--- src/rtl/core/umpd_pkg.sv ---
// ----------------------------------------------------------------------------
// USB MIDI packet decoder package
// Shared codes for the event packet decoder: code index values, status
// types and the message class encoding.
// ----------------------------------------------------------------------------
package umpd_pkg;

  // Code index numbers (low nibble of the packet header).
  localparam logic [3:0] CinSysCommon2 = 4'h2;
  localparam logic [3:0] CinSysCommon3 = 4'h3;
  localparam logic [3:0] CinSysExFirst = 4'h4;
  localparam logic [3:0] CinSysExLast  = 4'h7;
  localparam logic [3:0] CinNoteOff    = 4'h8;
  localparam logic [3:0] CinNoteOn     = 4'h9;
  localparam logic [3:0] CinCtrlChange = 4'hB;
  localparam logic [3:0] CinSingleByte = 4'hF;

  // Status types (high nibble of the status byte).
  localparam logic [3:0] StNoteOff     = 4'h8;
  localparam logic [3:0] StNoteOn      = 4'h9;
  localparam logic [3:0] StPolyPress   = 4'hA;
  localparam logic [3:0] StCtrlChange  = 4'hB;
  localparam logic [3:0] StProgChange  = 4'hC;
  localparam logic [3:0] StChanPress   = 4'hD;
  localparam logic [3:0] StPitchBend   = 4'hE;
  localparam logic [3:0] StSystem      = 4'hF;

  // Controllers that count as a panic request.
  localparam logic [7:0] CtlAllSoundOff   = 8'd120;
  localparam logic [7:0] CtlResetAllCtl   = 8'd121;
  localparam logic [7:0] CtlAllNotesOff   = 8'd123;

  typedef enum logic [3:0] {
    MC_NOTE_OFF    = 4'd0,
    MC_NOTE_ON     = 4'd1,
    MC_POLY_PRESS  = 4'd2,
    MC_CTRL_CHANGE = 4'd3,
    MC_PROG_CHANGE = 4'd4,
    MC_CHAN_PRESS  = 4'd5,
    MC_PITCH_BEND  = 4'd6,
    MC_SYSEX       = 4'd7,
    MC_SYS_COMMON  = 4'd8,
    MC_REALTIME    = 4'd9,
    MC_UNKNOWN     = 4'd10
  } msg_class_e;

endpackage

--- src/rtl/core/umpd_if.sv ---
// ----------------------------------------------------------------------------
// USB MIDI packet decoder channels
// Valid/ready channels for raw event packets and for decoded results.
// ----------------------------------------------------------------------------
interface umpd_pkt_if;
  logic       valid;
  logic       ready;
  logic [7:0] header_byte;
  logic [7:0] status_byte;
  logic [7:0] first_data;
  logic [7:0] second_data;

  modport source (output valid, header_byte, status_byte, first_data, second_data,
                  input ready);
  modport sink   (input valid, header_byte, status_byte, first_data, second_data,
                  output ready);
endinterface

interface umpd_res_if;
  logic        valid;
  logic        ready;
  logic        note_valid;
  logic        note_on;
  logic [3:0]  channel;
  logic [7:0]  note_number;
  logic [7:0]  velocity;
  logic        panic;
  logic [3:0]  message_class;
  logic [3:0]  cable_number;
  logic [3:0]  code_index;
  logic [14:0] combined_value;

  modport source (output valid, note_valid, note_on, channel, note_number, velocity,
                         panic, message_class, cable_number, code_index,
                         combined_value,
                  input ready);
  modport sink   (input valid, note_valid, note_on, channel, note_number, velocity,
                        panic, message_class, cable_number, code_index,
                        combined_value,
                  output ready);
endinterface

--- src/rtl/core/usb_midi_packet_decoder_core.sv ---
// ----------------------------------------------------------------------------
// USB MIDI event packet decoder
// Splits a four-byte event packet into cable, code index, note event, panic
// flag, message class and the 15-bit combined data value.
// ----------------------------------------------------------------------------
// The decoder takes one packet per clock cycle while the result side keeps
// ready high and returns one result item for every packet, in order. A packet
// is captured in an input register, decoded by a single level of compare
// logic and held in a result register, which offers it on the result side;
// the throughput is one item per cycle for as long as the result side keeps
// ready high. The input register is loaded whenever it is empty or the
// result register is empty or being drained, so while a finished result
// waits to be taken the input register still accepts a packet if it is
// empty, and then the input side stalls until the result is taken.
module usb_midi_packet_decoder_core (
  input logic      clk_i,
  input logic      rst_ni,
  umpd_pkt_if.sink   in_i,
  umpd_res_if.source out_o
);
  import umpd_pkg::*;

  // Input register.
  logic       in_vld_q;
  logic [7:0] hdr_q, hdr_d;
  logic [7:0] sts_q, sts_d;
  logic [7:0] d1_q, d1_d;
  logic [7:0] d2_q, d2_d;

  // Result register.
  logic        res_vld_q;
  logic        note_valid_q, note_valid_d;
  logic        note_on_q, note_on_d;
  logic        panic_q, panic_d;
  msg_class_e  class_q, class_d;
  logic [14:0] comb_q, comb_d;
  logic [7:0]  res_hdr_q, res_sts_q, res_d1_q, res_d2_q;

  logic       res_take;
  logic       in_take;
  logic [3:0] cin;
  logic [3:0] kind;
  logic       is_panic_ctl;

  assign res_take = !res_vld_q || out_o.ready;
  assign in_take  = !in_vld_q || res_take;
  assign in_i.ready = in_take;

  assign hdr_d = in_i.header_byte;
  assign sts_d = in_i.status_byte;
  assign d1_d  = in_i.first_data;
  assign d2_d  = in_i.second_data;

  // Decode of the packet held in the input register.
  assign cin  = hdr_q[3:0];
  assign kind = sts_q[7:4];
  assign is_panic_ctl = (d1_q == CtlAllSoundOff) || (d1_q == CtlResetAllCtl) ||
                        (d1_q == CtlAllNotesOff);

  always_comb begin
    note_valid_d = 1'b0;
    note_on_d    = 1'b0;
    panic_d      = 1'b0;
    if (cin == CinCtrlChange && kind == StCtrlChange) begin
      panic_d = is_panic_ctl;
    end else if ((cin == CinNoteOff && kind == StNoteOff) ||
                 (cin == CinNoteOn && kind == StNoteOn)) begin
      note_valid_d = 1'b1;
      note_on_d    = (kind == StNoteOn) && (d2_q != 8'd0);
    end
  end

  always_comb begin
    case (kind)
      StNoteOff:    class_d = MC_NOTE_OFF;
      StNoteOn:     class_d = (d2_q == 8'd0) ? MC_NOTE_OFF : MC_NOTE_ON;
      StPolyPress:  class_d = MC_POLY_PRESS;
      StCtrlChange: class_d = MC_CTRL_CHANGE;
      StProgChange: class_d = MC_PROG_CHANGE;
      StChanPress:  class_d = MC_CHAN_PRESS;
      StPitchBend:  class_d = MC_PITCH_BEND;
      StSystem: begin
        // Real-time bytes are recognized by status alone; the rest of the
        // system range depends on the code index.
        if (sts_q[3]) begin
          class_d = MC_REALTIME;
        end else if (cin >= CinSysExFirst && cin <= CinSysExLast) begin
          class_d = MC_SYSEX;
        end else if (cin == CinSysCommon2 || cin == CinSysCommon3 ||
                     cin == CinSingleByte) begin
          class_d = MC_SYS_COMMON;
        end else begin
          class_d = MC_UNKNOWN;
        end
      end
      default:      class_d = MC_UNKNOWN;
    endcase
  end

  assign comb_d = {d2_q, 7'b0} | {7'b0, d1_q};

  always_ff @(posedge clk_i or negedge rst_ni) begin
    if (!rst_ni) begin
      in_vld_q  <= 1'b0;
      res_vld_q <= 1'b0;
    end else begin
      if (in_take) begin
        in_vld_q <= in_i.valid;
      end
      if (res_take) begin
        res_vld_q <= in_vld_q;
      end
    end
  end

  always_ff @(posedge clk_i) begin
    if (in_take) begin
      hdr_q <= hdr_d;
      sts_q <= sts_d;
      d1_q  <= d1_d;
      d2_q  <= d2_d;
    end
    if (res_take) begin
      note_valid_q <= note_valid_d;
      note_on_q    <= note_on_d;
      panic_q      <= panic_d;
      class_q      <= class_d;
      comb_q       <= comb_d;
      res_hdr_q    <= hdr_q;
      res_sts_q    <= sts_q;
      res_d1_q     <= d1_q;
      res_d2_q     <= d2_q;
    end
  end

  assign out_o.valid          = res_vld_q;
  assign out_o.note_valid     = note_valid_q;
  assign out_o.note_on        = note_on_q;
  assign out_o.channel        = res_sts_q[3:0];
  assign out_o.note_number    = res_d1_q;
  assign out_o.velocity       = res_d2_q;
  assign out_o.panic          = panic_q;
  assign out_o.message_class  = class_q;
  assign out_o.cable_number   = res_hdr_q[7:4];
  assign out_o.code_index     = res_hdr_q[3:0];
  assign out_o.combined_value = comb_q;

endmodule
--- src/flat_wrapper.sv ---
// flat-port wrapper written by rule: the top's interface ports become plain ports
module usb_midi_packet_decoder_core_flat import umpd_pkg::*;
  (clk_i, rst_ni, in_i_valid, in_i_header_byte, in_i_status_byte, in_i_first_data, in_i_second_data, in_i_ready, out_o_valid, out_o_note_valid, out_o_note_on, out_o_channel, out_o_note_number, out_o_velocity, out_o_panic, out_o_message_class, out_o_cable_number, out_o_code_index, out_o_combined_value, out_o_ready);
  umpd_pkt_if in_i_i ();
  umpd_res_if out_o_i ();
  input logic clk_i;
  input logic rst_ni;
  input wire logic [$bits(in_i_i.valid)-1:0] in_i_valid;
  input wire logic [$bits(in_i_i.header_byte)-1:0] in_i_header_byte;
  input wire logic [$bits(in_i_i.status_byte)-1:0] in_i_status_byte;
  input wire logic [$bits(in_i_i.first_data)-1:0] in_i_first_data;
  input wire logic [$bits(in_i_i.second_data)-1:0] in_i_second_data;
  output wire logic [$bits(in_i_i.ready)-1:0] in_i_ready;
  output wire logic [$bits(out_o_i.valid)-1:0] out_o_valid;
  output wire logic [$bits(out_o_i.note_valid)-1:0] out_o_note_valid;
  output wire logic [$bits(out_o_i.note_on)-1:0] out_o_note_on;
  output wire logic [$bits(out_o_i.channel)-1:0] out_o_channel;
  output wire logic [$bits(out_o_i.note_number)-1:0] out_o_note_number;
  output wire logic [$bits(out_o_i.velocity)-1:0] out_o_velocity;
  output wire logic [$bits(out_o_i.panic)-1:0] out_o_panic;
  output wire logic [$bits(out_o_i.message_class)-1:0] out_o_message_class;
  output wire logic [$bits(out_o_i.cable_number)-1:0] out_o_cable_number;
  output wire logic [$bits(out_o_i.code_index)-1:0] out_o_code_index;
  output wire logic [$bits(out_o_i.combined_value)-1:0] out_o_combined_value;
  input wire logic [$bits(out_o_i.ready)-1:0] out_o_ready;
  assign in_i_i.valid = in_i_valid;
  assign in_i_i.header_byte = in_i_header_byte;
  assign in_i_i.status_byte = in_i_status_byte;
  assign in_i_i.first_data = in_i_first_data;
  assign in_i_i.second_data = in_i_second_data;
  assign in_i_ready = in_i_i.ready;
  assign out_o_valid = out_o_i.valid;
  assign out_o_note_valid = out_o_i.note_valid;
  assign out_o_note_on = out_o_i.note_on;
  assign out_o_channel = out_o_i.channel;
  assign out_o_note_number = out_o_i.note_number;
  assign out_o_velocity = out_o_i.velocity;
  assign out_o_panic = out_o_i.panic;
  assign out_o_message_class = out_o_i.message_class;
  assign out_o_cable_number = out_o_i.cable_number;
  assign out_o_code_index = out_o_i.code_index;
  assign out_o_combined_value = out_o_i.combined_value;
  assign out_o_i.ready = out_o_ready;
  usb_midi_packet_decoder_core u_core (.clk_i(clk_i), .rst_ni(rst_ni), .in_i(in_i_i), .out_o(out_o_i));
endmodule
--- config.mk ---
export PLATFORM = sky130hd
export DESIGN_NAME = usb_midi_packet_decoder_core_flat
export DESIGN_NICKNAME = d
export VERILOG_FILES = /design/src/rtl/core/umpd_pkg.sv /design/src/rtl/core/umpd_if.sv /design/src/rtl/core/usb_midi_packet_decoder_core.sv /design/src/flat_wrapper.sv
export SDC_FILE = /design/constraint.sdc
export NUM_CORES = 1
export LEC_CHECK = 0
export ABC_AREA = 1
export ABC_CLOCK_PERIOD_IN_PS = 3700
export BUFFER_PORTS_ARGS = -buffer_cell sky130_fd_sc_hd__buf_2
export CORE_AREA = 2 2 74 76
export CTS_CLUSTER_DIAMETER = 40
export DETAILED_ROUTE_END_ITERATION = 6
export DIE_AREA = 0 0 76 78
export PLACE_DENSITY_LB_ADDON = 0.3
export SETUP_SLACK_MARGIN = 0.4
export SYNTH_ARGS = -nofsm -noshare
export SYNTH_HDL_FRONTEND = slang
export SYNTH_SLANG_ARGS = --single-unit
--- constraint.sdc ---
create_clock -name clk_i -period 3.7 [get_ports clk_i]
set_input_delay 0.37 -clock clk_i [delete_from_list [all_inputs] [get_ports clk_i]]
set_output_delay 0.37 -clock clk_i [all_outputs]
set_load 0.01 [all_outputs]
---- Yosys cells after proc, flatten, opt, wreduce, memory -nomap -nowiden ----
Index checks and enable logic that the tools add are counted.
operators by class
  $lt $le $gt $ge ......................... 2
  equal/unequal tests ..................... 17
  multiplexer cells ....................... 6
  bitwise logic cells ..................... 2
  reduce and logical (&&, ||, !) cells .... 17
operators by type and width
  kind                number
  $eq 4x4->1 const B  12
  $pmux 4 s8          1
  $eq 8x7->1 const B  3
  $or 15x8->15        1
  $eq 4x2->1 const B  2
  $logic_not 8->1     1
  $mux 4              2
  $reduce_bool 8->1   1
  $logic_or 1x1->1    7
  $logic_and 1x1->1   5
  $ge 4x3->1 const B  1
  $le 4x3->1 const B  1
  $logic_not 1->1     2
  $mux 1              2
  $mux 2              1
  $reduce_or 2->1     1
  $not 1->1           1
storage, ports and cells
  flip-flop bits (word level) ............. 84
  input bits .............................. 36
  output and inout bits ................... 52
  logic and storage cells ................. 59

---- Depth between registers and ports, before layout ----
Gate-level depths: netlist of the first run.
  depth in word-level cells ............... 7
  gate-level depth with buffers ........... 7

---- Worst setup path after synthesis of the first run ----
OpenSTA, ideal clock, no wires.
  path kind ............................... reg2reg
  start point ............................. register u_core.res_vld_q (netlist: u_core.out_o.valid)
  end point ............................... register u_core.d1_q[0] (enable)
  arrival ................................. 1,243 ps
  required time ........................... 3,104 ps
  slack ................................... 1,861 ps
  cell stages (with the launch flop) ...... 2
  buffers on the path ..................... 0
  period minus slack after synthesis ...... 1,839 ps
  cells stage by stage .................... dfrtp_1 > nand3_1
on the way
  cells in the longest elaborated chain, start to end .. 3
ends and longest elaborated chain
  item                      RTL line                             source
  start: declaration        usb_midi_packet_decoder_core.sv:31   logic res_vld_q;
  start signal: assignment  usb_midi_packet_decoder_core.sv:111  res_vld_q <= in_vld_q;
  $logic_not 1->1           usb_midi_packet_decoder_core.sv:45   assign res_take = !res_vld_q || out_o.ready;
  $logic_or 1x1->1          usb_midi_packet_decoder_core.sv:45
  $logic_or 1x1->1          usb_midi_packet_decoder_core.sv:46   assign in_take = !in_vld_q || res_take;
  named net in_i_ready      flat_wrapper.sv:13                   output wire logic [$bits(in_i_i.ready)-1:0] in_i_ready;
  end signal: assignment    usb_midi_packet_decoder_core.sv:120  d1_q <= d1_d;
  end: declaration          usb_midi_packet_decoder_core.sv:27   logic [7:0] d1_q, d1_d;
The timed path passes the listed nets, and every way through them passes these cells.
A chain may end at the register's enable or synchronous reset.

---- Final worst setup path of the first run ----
  start point ............................. register u_core.in_vld_q
  end point ............................... output port in_i_ready
on the way
  cells in the longest elaborated chain, start to end .. 2
ends and longest elaborated chain
  item                      RTL line                             source
  start: declaration        usb_midi_packet_decoder_core.sv:24   logic in_vld_q;
  start signal: assignment  usb_midi_packet_decoder_core.sv:108  in_vld_q <= in_i.valid;
  $logic_not 1->1           usb_midi_packet_decoder_core.sv:46
  $logic_or 1x1->1          usb_midi_packet_decoder_core.sv:46
  end: declaration          flat_wrapper.sv:13
No other way between the ends.

==> results.cfg, run 1 <==
[critical_path]
cp_slowest_cell = dfrtp_1
cp.required_ns = 3.33
cp.depth = 3
crit_arrival_ns = 1.63
end_kind = output port
setup.worst_path.class = flip-flop to output port
crit_fanout = 18
r2r_cells = 2
critPathTopFamily = buffers and inverters
crit_chain = nand3_2 -> buf_4 -> buf_2
critPathLaunchType = flip-flop
critPathBufInv = 2
cp_slowest_stage_delay_ns = 0.39

[cells_and_area]
fill_cells = 380
drive_gt1_share_pct = 43.2
multi_input_area_um2 = 244
final_core_util_pct = 62.3
postLayoutCellArea_um2 = 3140
area_growth_pct = 25.6
antennaDiodeCount = 0
nets = 281
seq_area_um2 = 2090

[timing]
holdWs_ns = 0.207
rsz0062_at_grt = no
clock_skew_ns = 0.0110
tightest_slew_ns = 0.450
setup_viol = 0
fin_crit_sh_pct = 54.2
relSlewSlack_pct = 69.9
finalHoldViolCount = 0
fmaxAchievable_mhz = 499
layout_min_cycle_time_ns = 2.00
setup_ws_ns = 1.70
maxSlewViolCount = 0
fin_setup_tns_ns = 0

[yosys]
synth-compound-area-share_pct = 1.20
synth_area_leaders = edfxtp_1, nand2_1, buf_4
synth_top_family_by_area = simple AND/OR/NAND/NOR gates
ys_seq_area_share_pct = 83.7
synthesis.area_um2 = 2500
ys_ff_latch = 70
synthAdderAreaFrac_pct = 0
yosysWarnings = 0
ys_types = 16
syn_nets = 194
synth.mux.area_fraction_pct = 0
netlist_instances = 158
synth-simple-area-share_pct = 8.36
synthDominantCellAreaShare_pct = 81.7
postSynthAreaPerCell_um2 = 15.8
yosysTopAreaCell = edfxtp_1
synth-xor-area-share_pct = 0

[clocking]
tritoncts = yes
cts.sinks = 70
clk-insertion-delay-late_ns = 0.33
cts_max_path_buffers = 2
postCtsSetupBuffers = 0
cts_buffers = 9
path_clk_slew_ns = 0.07
cts_hold_buf = 1
cts_root_buffer = clkbuf_8
cts.repair.resized = 0
htreeDepth = 3

[global_route]
grt_pass1_wl_um = 5660
antenna_found_initial = 0
grt_pass1_vias = 1245
grt_start_max_net_pins = 38
grt_use_total_pct = 13.2
grt-ovfl-total = 0

[route]
via_per_inst = 4.33
ant_nets = 0
wire_per_inst_um = 11.8
vias = 1384
wirelength_um = 3760
firstDrtPassIters = 4
drc = 0
drtIter0Drc = 48

[die]
die_area_um2 = 5930
io_pins = 88
fp.dieW_um = 76
core_um2 = 5040
start_util_pct = 49.6
die_h_um = 78
rows = 26

[power]
comb_power_share_pct = 8.5
switching_share_pct = 21.3
p_sw_uw = 364
p_seq_share_pct = 57.5
p_leak_uw = 0.00137
p_int_uw = 1340
power_density_nw_per_um2 = 543
clkPwrFrac_pct = 34.0
peakVddDrop_v = 0.000328

[hold_path]
hold_depth = 1
hold_path_class = input pin to flip-flop

[placement]
place_ws_ns = 1.88
io_buffers = 87
hpwlAfterDp_um = 2750
globalplace.congestion = 0.750
placed_cell_area_um2 = 2940

[job]
max_cap_violations = 0

[run_status]
status = finished, final reports clean
## cells in the mapped netlist (all sizes together)
| cell type | n |
|---|---|
| inv | 16 |
| clkinv | 1 |
| nor3 | 2 |
| buf | 14 |
| a21oi | 4 |
| dfrtp | 2 |
| edfxtp | 68 |
| nor2 | 13 |
| nand3 | 4 |
| nand2 | 31 |
| o21ai | 2 |
| or2 | 1 |
## cell usage in the layout, fill, tap and decap left out, drive strengths merged
cell type,n
inv,16
nand3,4
buf,89
nand2,31
dfrtp,2
a21oi,4
o21ai,2
clkbuf,13
nor2,13
clkinv,3
or2,1
nor3,2
dlygate4sd3,1
edfxtp,68
bufinv,1
## metal layers
layer | vias up | part of all wire, % | wire, um | track usage [%]
li1 | 702 | - | - | -
met2 | 63 | 47 | 1770 | 19.9
met3 | 14 | 8.1 | 303 | 4.88
met4 | 0 | 3.7 | 138 | 10.5
met1 | 605 | 41 | 1550 | 15.2
met5 | - | 0 | 0 | 0
## power groups by stage
stage | sequential [uW] | clock (uW) | combinational [uW]
2_1_floorplan | 1020 | 0 | 66.7
3_3_place_gp | 996 | 0 | 145
3_5_place_dp | 998 | 0 | 147
4_1_cts | 981 | 601 | 148
5_1_grt | 989 | 627 | 160
6_report | 981 | 579 | 146
## cell type report
class	instances	area share, %
Clock buffer	13	4.74
Clock inverter	3	1.39
Inverter	17	2.03
Multi-Input combinational cell	57	7.77
Sequential cell	70	66.6
Tap cell	70	2.79
Timing Repair Buffer	90	14.7
## cells by family (layout without fill, tap and decap cells)
group	after synthesis	in the layout
flip-flops	70	70
AND/OR/NAND/NOR	51	51
buffers and inverters	31	123
AO/OA/AOI/OAI	6	6
## worst register-to-register path: stages (launching register included)
cell     delay [ns]
dfrtp_1        0.39
nand3_2        0.38
buf_4          0.37
## path summary, 6_finish.rpt
path	from	slack, ns	end
min reg2reg	u_core.sts_q[0]$_DFFE_PP_	0.42	u_core.res_sts_q[0]$_DFFE_PP_
max reg2reg	u_core.in_vld_q$_DFFE_PN0P_	2.30	u_core.d2_q[6]$_DFFE_PP_
max in group asynchronous	rst_ni	3.25	u_core.in_vld_q$_DFFE_PN0P_
min in group asynchronous	rst_ni	0.36	u_core.out_o.valid$_DFFE_PN0P_
max	u_core.in_vld_q$_DFFE_PN0P_	1.70	in_i_ready
min	in_i_first_data[0]	0.21	u_core.d1_q[0]$_DFFE_PP_
## per-stage QoR
stage                     cells  total power, uW
after floorplan             158             1080
after global placement      303             1140
after detailed placement    303             1150
after CTS                   320             1730
after global routing        320             1780
final                       320             1710
## registers in the layout, summed over array words and instances (netlist names), 4 cells and up
signal	flops
u_core.d1_q	8
u_core.d2_q	8
u_core.hdr_q	8
u_core.out_o.note_number	8
u_core.out_o.velocity	8
u_core.res_hdr_q	8
u_core.sts_q	8
u_core.out_o.message_class	4
u_core.res_sts_q	4
(Power assumes the default switching activity.)
==> inputs of run 2 (changes only) <==
--- a/config.mk
+++ b/config.mk
@@ -6,12 +6,12 @@
 export NUM_CORES = 1
 export LEC_CHECK = 0
 export ABC_AREA = 1
-export ABC_CLOCK_PERIOD_IN_PS = 3700
+export ABC_CLOCK_PERIOD_IN_PS = 1800
 export BUFFER_PORTS_ARGS = -buffer_cell sky130_fd_sc_hd__buf_2
-export CORE_AREA = 2 2 74 76
+export CORE_AREA = 2 2 79 81
 export CTS_CLUSTER_DIAMETER = 40
 export DETAILED_ROUTE_END_ITERATION = 6
-export DIE_AREA = 0 0 76 78
+export DIE_AREA = 0 0 81 83
 export PLACE_DENSITY_LB_ADDON = 0.3
 export SETUP_SLACK_MARGIN = 0.4
 export SYNTH_ARGS = -nofsm -noshare
==> constraint.sdc (replaced) <==
create_clock -name clk_i -period 1.8 [get_ports clk_i]
set_input_delay 0.18 -clock clk_i [delete_from_list [all_inputs] [get_ports clk_i]]
set_output_delay 0.18 -clock clk_i [all_outputs]
set_load 0.01 [all_outputs]
==> run 2 against run 1 <==
Compared with the run above:
- via count up 1.2%
- design area up 2.1%
- first-iteration DRC count rose by 54%
- largest cell class unchanged
- power is 110% higher
- critical path depth is 1 lower
- register-to-register slack got worse by 1.7 ns
- die area up 13%
==> results.cfg, run 2 (synthesized netlist as in run 1, its figures left out) <==
[die]
start_util_pct = 43.0
die_h_um = 83
io_pins = 88
rows = 28
die_area_um2 = 6720
core_um2 = 5820
fp.dieW_um = 81

[placement]
globalplace.congestion = 0.862
place_ws_ns = 0.592
hpwlAfterDp_um = 2870
io_buffers = 87
placed_cell_area_um2 = 2970

[power]
comb_power_share_pct = 9.0
clkPwrFrac_pct = 33.8
peakVddDrop_v = 0.000694
switching_share_pct = 22.3
p_sw_uw = 785
p_int_uw = 2740
power_density_nw_per_um2 = 1100
p_leak_uw = 0.00138
p_seq_share_pct = 57.2

[cells_and_area]
postLayoutCellArea_um2 = 3210
final_core_util_pct = 55.1
antennaDiodeCount = 0
nets = 283
layout_common_cells = buf_2, edfxtp_1, nand2_1
area_growth_pct = 28.3
mostFrequentLayoutCell = buf_2
drive_gt1_share_pct = 44.0

[critical_path]
setup.worst_path.class = flip-flop to output port
cp.required_ns = 1.62
critPathLaunchType = flip-flop
crit_fanout = 13
crit_arrival_ns = 1.15
end_kind = output port

[clocking]
cts_buffers = 9
cts_root_buffer = clkbuf_8
clk-insertion-delay-late_ns = 0.33
path_clk_slew_ns = 0.07
cts_max_path_buffers = 2
htreeDepth = 3
tritoncts = yes
cts.sinks = 70

[timing]
setup_ws_ns = 0.472
fin_setup_tns_ns = 0
maxSlewViolCount = 0
layout_min_cycle_time_ns = 1.33
relSlewSlack_pct = 85.1
rsz0062_at_grt = no
clock_skew_ns = 0.00535
finalHoldViolCount = 0
fmaxAchievable_mhz = 753
tightest_slew_ns = 0.222
setup_viol = 0
fin_crit_sh_pct = 73.8

[global_route]
grt_start_max_net_pins = 38
grt_use_total_pct = 12.6
antenna_found_initial = 0
grt_pass1_wl_um = 6110
grt_pass1_vias = 1357
grt-ovfl-total = 0

[route]
via_per_inst = 4.28
ant_nets = 0
wirelength_um = 3940
wire_per_inst_um = 12.0
vias = 1401
firstDrtPassIters = 4
drc = 0
drtIter0Drc = 74

[job]
max_cap_violations = 0

[hold_path]
hold_path_class = input pin to flip-flop

[run_status]
status = finished, final reports clean
## run 2: layout make-up
cell class | instances | area, um^2
Fill cell | 521 | 2610
Sequential cell | 70 | 2090
Timing Repair Buffer | 92 | 505
Multi-Input combinational cell | 57 | 254
Clock buffer | 14 | 183
Tap cell | 75 | 93.8
Inverter | 17 | 63.8
Clock inverter | 2 | 15.0
## run 2: path summary, 6_finish.rpt
path                                                start                                      end  slack, ns  cells past startpoint
max                        u_core.out_o.valid$_DFFE_PN0P_                               in_i_ready       0.47                      2
min                                   in_i_second_data[7]                 u_core.d2_q[7]$_DFFE_PP_       0.02                      1
max reg2reg                     u_core.sts_q[6]$_DFFE_PP_  u_core.out_o.message_class[0]$_DFFE_PP_       0.65                      6
min reg2reg                     u_core.sts_q[2]$_DFFE_PP_            u_core.res_sts_q[2]$_DFFE_PP_       0.43                      0
max in group asynchronous                          rst_ni           u_core.out_o.valid$_DFFE_PN0P_       1.56                      2
min in group asynchronous                          rst_ni              u_core.in_vld_q$_DFFE_PN0P_       0.15                      2
## run 2: layer usage
layer | wire [um] | share of wire (%) | track usage (%)
met1 | 1580 | 40 | 14.6
met5 | 0 | 0 | 0
met3 | 469 | 12 | 6.74
met4 | 68 | 1.7 | 5.55
met2 | 1820 | 46 | 19.2
## run 2: worst max-delay path: stages, from the launching register on
cell and delay, ns:
dfrtp_1 0.42, nand3_4 0.20, buf_2 0.20
## run 2: what timing repair did
item                                   4_1_cts  5_1_grt
setup endpoints to repair                    1        0
gates resized for setup                      1        0
buffers inserted                             0        0
endpoints found under the hold margin        2        2
hold buffers                                 1        2
## run 2: power by group through the flow
stage / sequential (uW) / combinational, uW / clock [uW]
3_5_place_dp: 2050 / 315 / 0
6_report: 2020 / 316 / 1190
2_1_floorplan: 2090 / 138 / 0
5_1_grt: 2030 / 354 / 1300
4_1_cts: 2020 / 319 / 1210
3_3_place_gp: 2050 / 312 / 0
## run 2: through the flow
step           total power (uW)  hold slack, ns  instances
6_report                   3530          0.0179        327
5_1_grt                    3690        0.000900        327
4_1_cts                    3550         0.00450        325
3_5_place_dp               2370         -0.0332        308
3_3_place_gp               2360         -0.0352        308
2_1_floorplan              2220          -0.116        158
==> inputs of run 3 (changes only) <==
--- a/config.mk
+++ b/config.mk
@@ -5,13 +5,13 @@
 export SDC_FILE = /design/constraint.sdc
 export NUM_CORES = 1
 export LEC_CHECK = 0
-export ABC_AREA = 1
-export ABC_CLOCK_PERIOD_IN_PS = 1800
+export ABC_AREA = 0
+export ABC_CLOCK_PERIOD_IN_PS = 1100
 export BUFFER_PORTS_ARGS = -buffer_cell sky130_fd_sc_hd__buf_2
-export CORE_AREA = 2 2 79 81
+export CORE_AREA = 2 2 78 80
 export CTS_CLUSTER_DIAMETER = 40
 export DETAILED_ROUTE_END_ITERATION = 6
-export DIE_AREA = 0 0 81 83
+export DIE_AREA = 0 0 80 82
 export PLACE_DENSITY_LB_ADDON = 0.3
 export SETUP_SLACK_MARGIN = 0.4
 export SYNTH_ARGS = -nofsm -noshare
==> constraint.sdc (replaced) <==
create_clock -name clk_i -period 1.1 [get_ports clk_i]
set_input_delay 0.11 -clock clk_i [delete_from_list [all_inputs] [get_ports clk_i]]
set_output_delay 0.11 -clock clk_i [all_outputs]
set_load 0.01 [all_outputs]
==> run 3 against run 2 <==
Compared with the run above:
- the flow now finishes with violations (negative setup slack)
- final cell count rose by 8.3%
- clock power rose by 100%
- via count rose by 15%
- wire length rose by 39%
- hold slack improved by 0.067 ns
- global-route usage rose by 4.1 points
- non-clock buffer count rose by 67
- die area fell by 2.4%
- critical path type is now flip-flop to flip-flop
- highest routed layer unchanged
==> results.cfg, run 3 <==
[cells_and_area]
mostFrequentLayoutCell = buf_2
fill_cells = 388
drive_gt1_share_pct = 54.1
multi_input_area_um2 = 294
area_growth_pct = 67.7
antennaDiodeCount = 0
seq_area_um2 = 2090
layout_common_cells = buf_2, edfxtp_1, dlygate4sd3_1
final_core_util_pct = 71.3
nets = 310

[power]
switching_share_pct = 21.1
clkPwrFrac_pct = 36.1
finalPower_uw = 6690
peakVddDrop_v = 0.00118
p_int_uw = 5270
power_density_nw_per_um2 = 1630
p_sw_uw = 1410
p_leak_uw = 0.00173
comb_power_share_pct = 14.5
p_seq_share_pct = 49.4

[clocking]
path_clk_slew_ns = 0.07
cts_root_buffer = clkbuf_8
tritoncts = yes
htreeDepth = 3
cts.sinks = 70
cts_buffers = 9
cts_max_path_buffers = 2
clk-insertion-delay-late_ns = 0.34

[timing]
fin_setup_tns_ns = -5.51
rsz0062_at_grt = yes
fin_crit_sh_pct = 141
setup_ws_ns = -0.453
clock_skew_ns = 0.00937
layout_min_cycle_time_ns = 1.55
finalHoldViolCount = 0
relSlewSlack_pct = 81.4
setup_viol = 77
maxSlewViolCount = 0
tightest_slew_ns = 0.278
fmaxAchievable_mhz = 644

[yosys]
synth-compound-area-share_pct = 1.79
synth_area_leaders = edfxtp_1, buf_4, dfrtp_1
synthesis.area_um2 = 2440
netlist_instances = 118
synth_top_family_by_area = simple AND/OR/NAND/NOR gates
yosysWarnings = 0
synthAdderAreaFrac_pct = 0
yosysTopAreaCell = edfxtp_1
ys_ff_latch = 70
synth-simple-area-share_pct = 7.48
synth_edf_count = 68
ys.flop_type = edfxtp_1
synth-xor-area-share_pct = 0.358
synth_most_common_cell = edfxtp_1
ys_types = 26
syn_nets = 154
synthTopCellsByCount = edfxtp_1, buf_4, nand2_1, nand2b_1
postSynthAreaPerCell_um2 = 20.7
ys_seq_area_share_pct = 85.6
synthDominantCellAreaShare_pct = 83.6
synth.mux.area_fraction_pct = 0
ys_async_sr_fraction_pct = 2.86

[route]
firstDrtPassIters = 4
drc = 0
wirelength_um = 5470
wire_per_inst_um = 15.4
ant_nets = 0
drtIter0Drc = 84
via_per_inst = 4.54
vias = 1607

[global_route]
grt_pass1_wl_um = 7560
grt_start_max_net_pins = 12
antenna_found_initial = 0
grt_use_total_pct = 16.7
grt-ovfl-total = 0
grt_pass1_vias = 1557

[die]
fp.dieW_um = 80
rows = 28
core_um2 = 5750
die_area_um2 = 6560
io_pins = 88
die_h_um = 82
start_util_pct = 42.5

[critical_path]
critPathLaunchType = flip-flop
cp_slowest_stage_delay_ns = 0.58
critPathBufInv = 0
cp.required_ns = 1.20
crit_arrival_ns = 1.65
crit_fanout = 2
crit_chain = or4_4 -> nor2_4 -> and4bb_1
setup.worst_path.class = flip-flop to flip-flop
end_kind = flip-flop
critPathTopFamily = simple AND/OR/NAND/NOR gates
cp_slowest_cell = or4_4

[placement]
place_ws_ns = -0.419
hpwlAfterDp_um = 2760
globalplace.congestion = 0.728
io_buffers = 87

[job]
max_cap_violations = 0

[run_status]
status = finished with violations
violations = negative setup slack

[hold_path]
hold_path_class = input pin to asynchronous set/reset pin
[run 3: cell types whose count changed in the layout (fill, tap and decap cells not counted), sizes merged, moves of 3 or more]
cell | previous run | this run
nand4 | 0 | 3
nand2b | 0 | 4
buf | 89 | 123
a21oi | 4 | 0
nand2 | 31 | 4
dlygate4sd3 | 3 | 34
nand3 | 4 | 1
inv | 16 | 3
nor2 | 13 | 2
bufinv | 0 | 3
[run 3: area by class of cell]
cell class              count  area share (%)
flip-flops and latches     70            51.1
well taps                  75            2.29
clock inverters             5            2.38
clock buffers              11            3.21
repair buffers            159            33.6
inverters                   3           0.275
multi-input cells          31            7.18
[run 3: per-layer routing]
metal / vias up / routed length [um] / track usage, %
li1: 763 / - / -
met5: - / 0 / 0
met3: 6 / 329 / 4.18
met2: 58 / 3100 / 28.7
met1: 780 / 1970 / 18.6
met4: 0 / 63 / 10.7
[run 3: kinds of logic (layout without fill, tap and decap cells)]
group | after synthesis | in the layout
flops | 70 | 70
simple gates | 25 | 25
buf+inv | 17 | 178
compound gates | 5 | 5
xor+xnor | 1 | 1
[run 3: through the flow]
stage	hold WS [ns]	instances	area (um^2)
6_report	0.0849	354	4100
5_1_grt	0.0840	354	4100
3_3_place_gp	-0.105	281	3030
3_5_place_dp	-0.0998	281	3030
4_1_cts	0.0603	346	3930
2_1_floorplan	-0.186	118	2460
[run 3: worst paths after layout]
kind / start / to / slack [ns] / cells after the start
worst max-delay path: u_core.d2_q[2]$_DFFE_PP_ / u_core.out_o.note_on$_SDFFCE_PP0P_ / -0.45 / 3
worst min-delay path: rst_ni / u_core.in_vld_q$_DFFE_PN0P_ / 0.08 / 2
worst max register to register: u_core.d2_q[2]$_DFFE_PP_ / u_core.out_o.note_on$_SDFFCE_PP0P_ / -0.45 / 3
worst min register to register: u_core.sts_q[1]$_DFFE_PP_ / u_core.res_sts_q[1]$_DFFE_PP_ / 0.42 / 0
max in group asynchronous: rst_ni / u_core.out_o.valid$_DFFE_PN0P_ / 0.91 / 2
min in group clk_i: out_o_ready / u_core.out_o.valid$_DFFE_PN0P_ / 0.15 / 3
[run 3: power by group through the flow]
stage               logic (uW)  registers, uW  clock network (uW)
CTS                        861           3290                2430
detailed placement         563           3340                   0
floorplan                  204           3420                   0
global route              1040           3320                2550
finish                     970           3300                2410
global placement           554           3340                   0
[run 3: timing repair]
item	in CTS	in global routing
pin swaps	8	4
buffers inserted	10	6
hold buffers	34	0
resized for setup	26	12
endpoints found under the hold margin	35	0
setup endpoints to repair	136	136
gates cloned	5	2
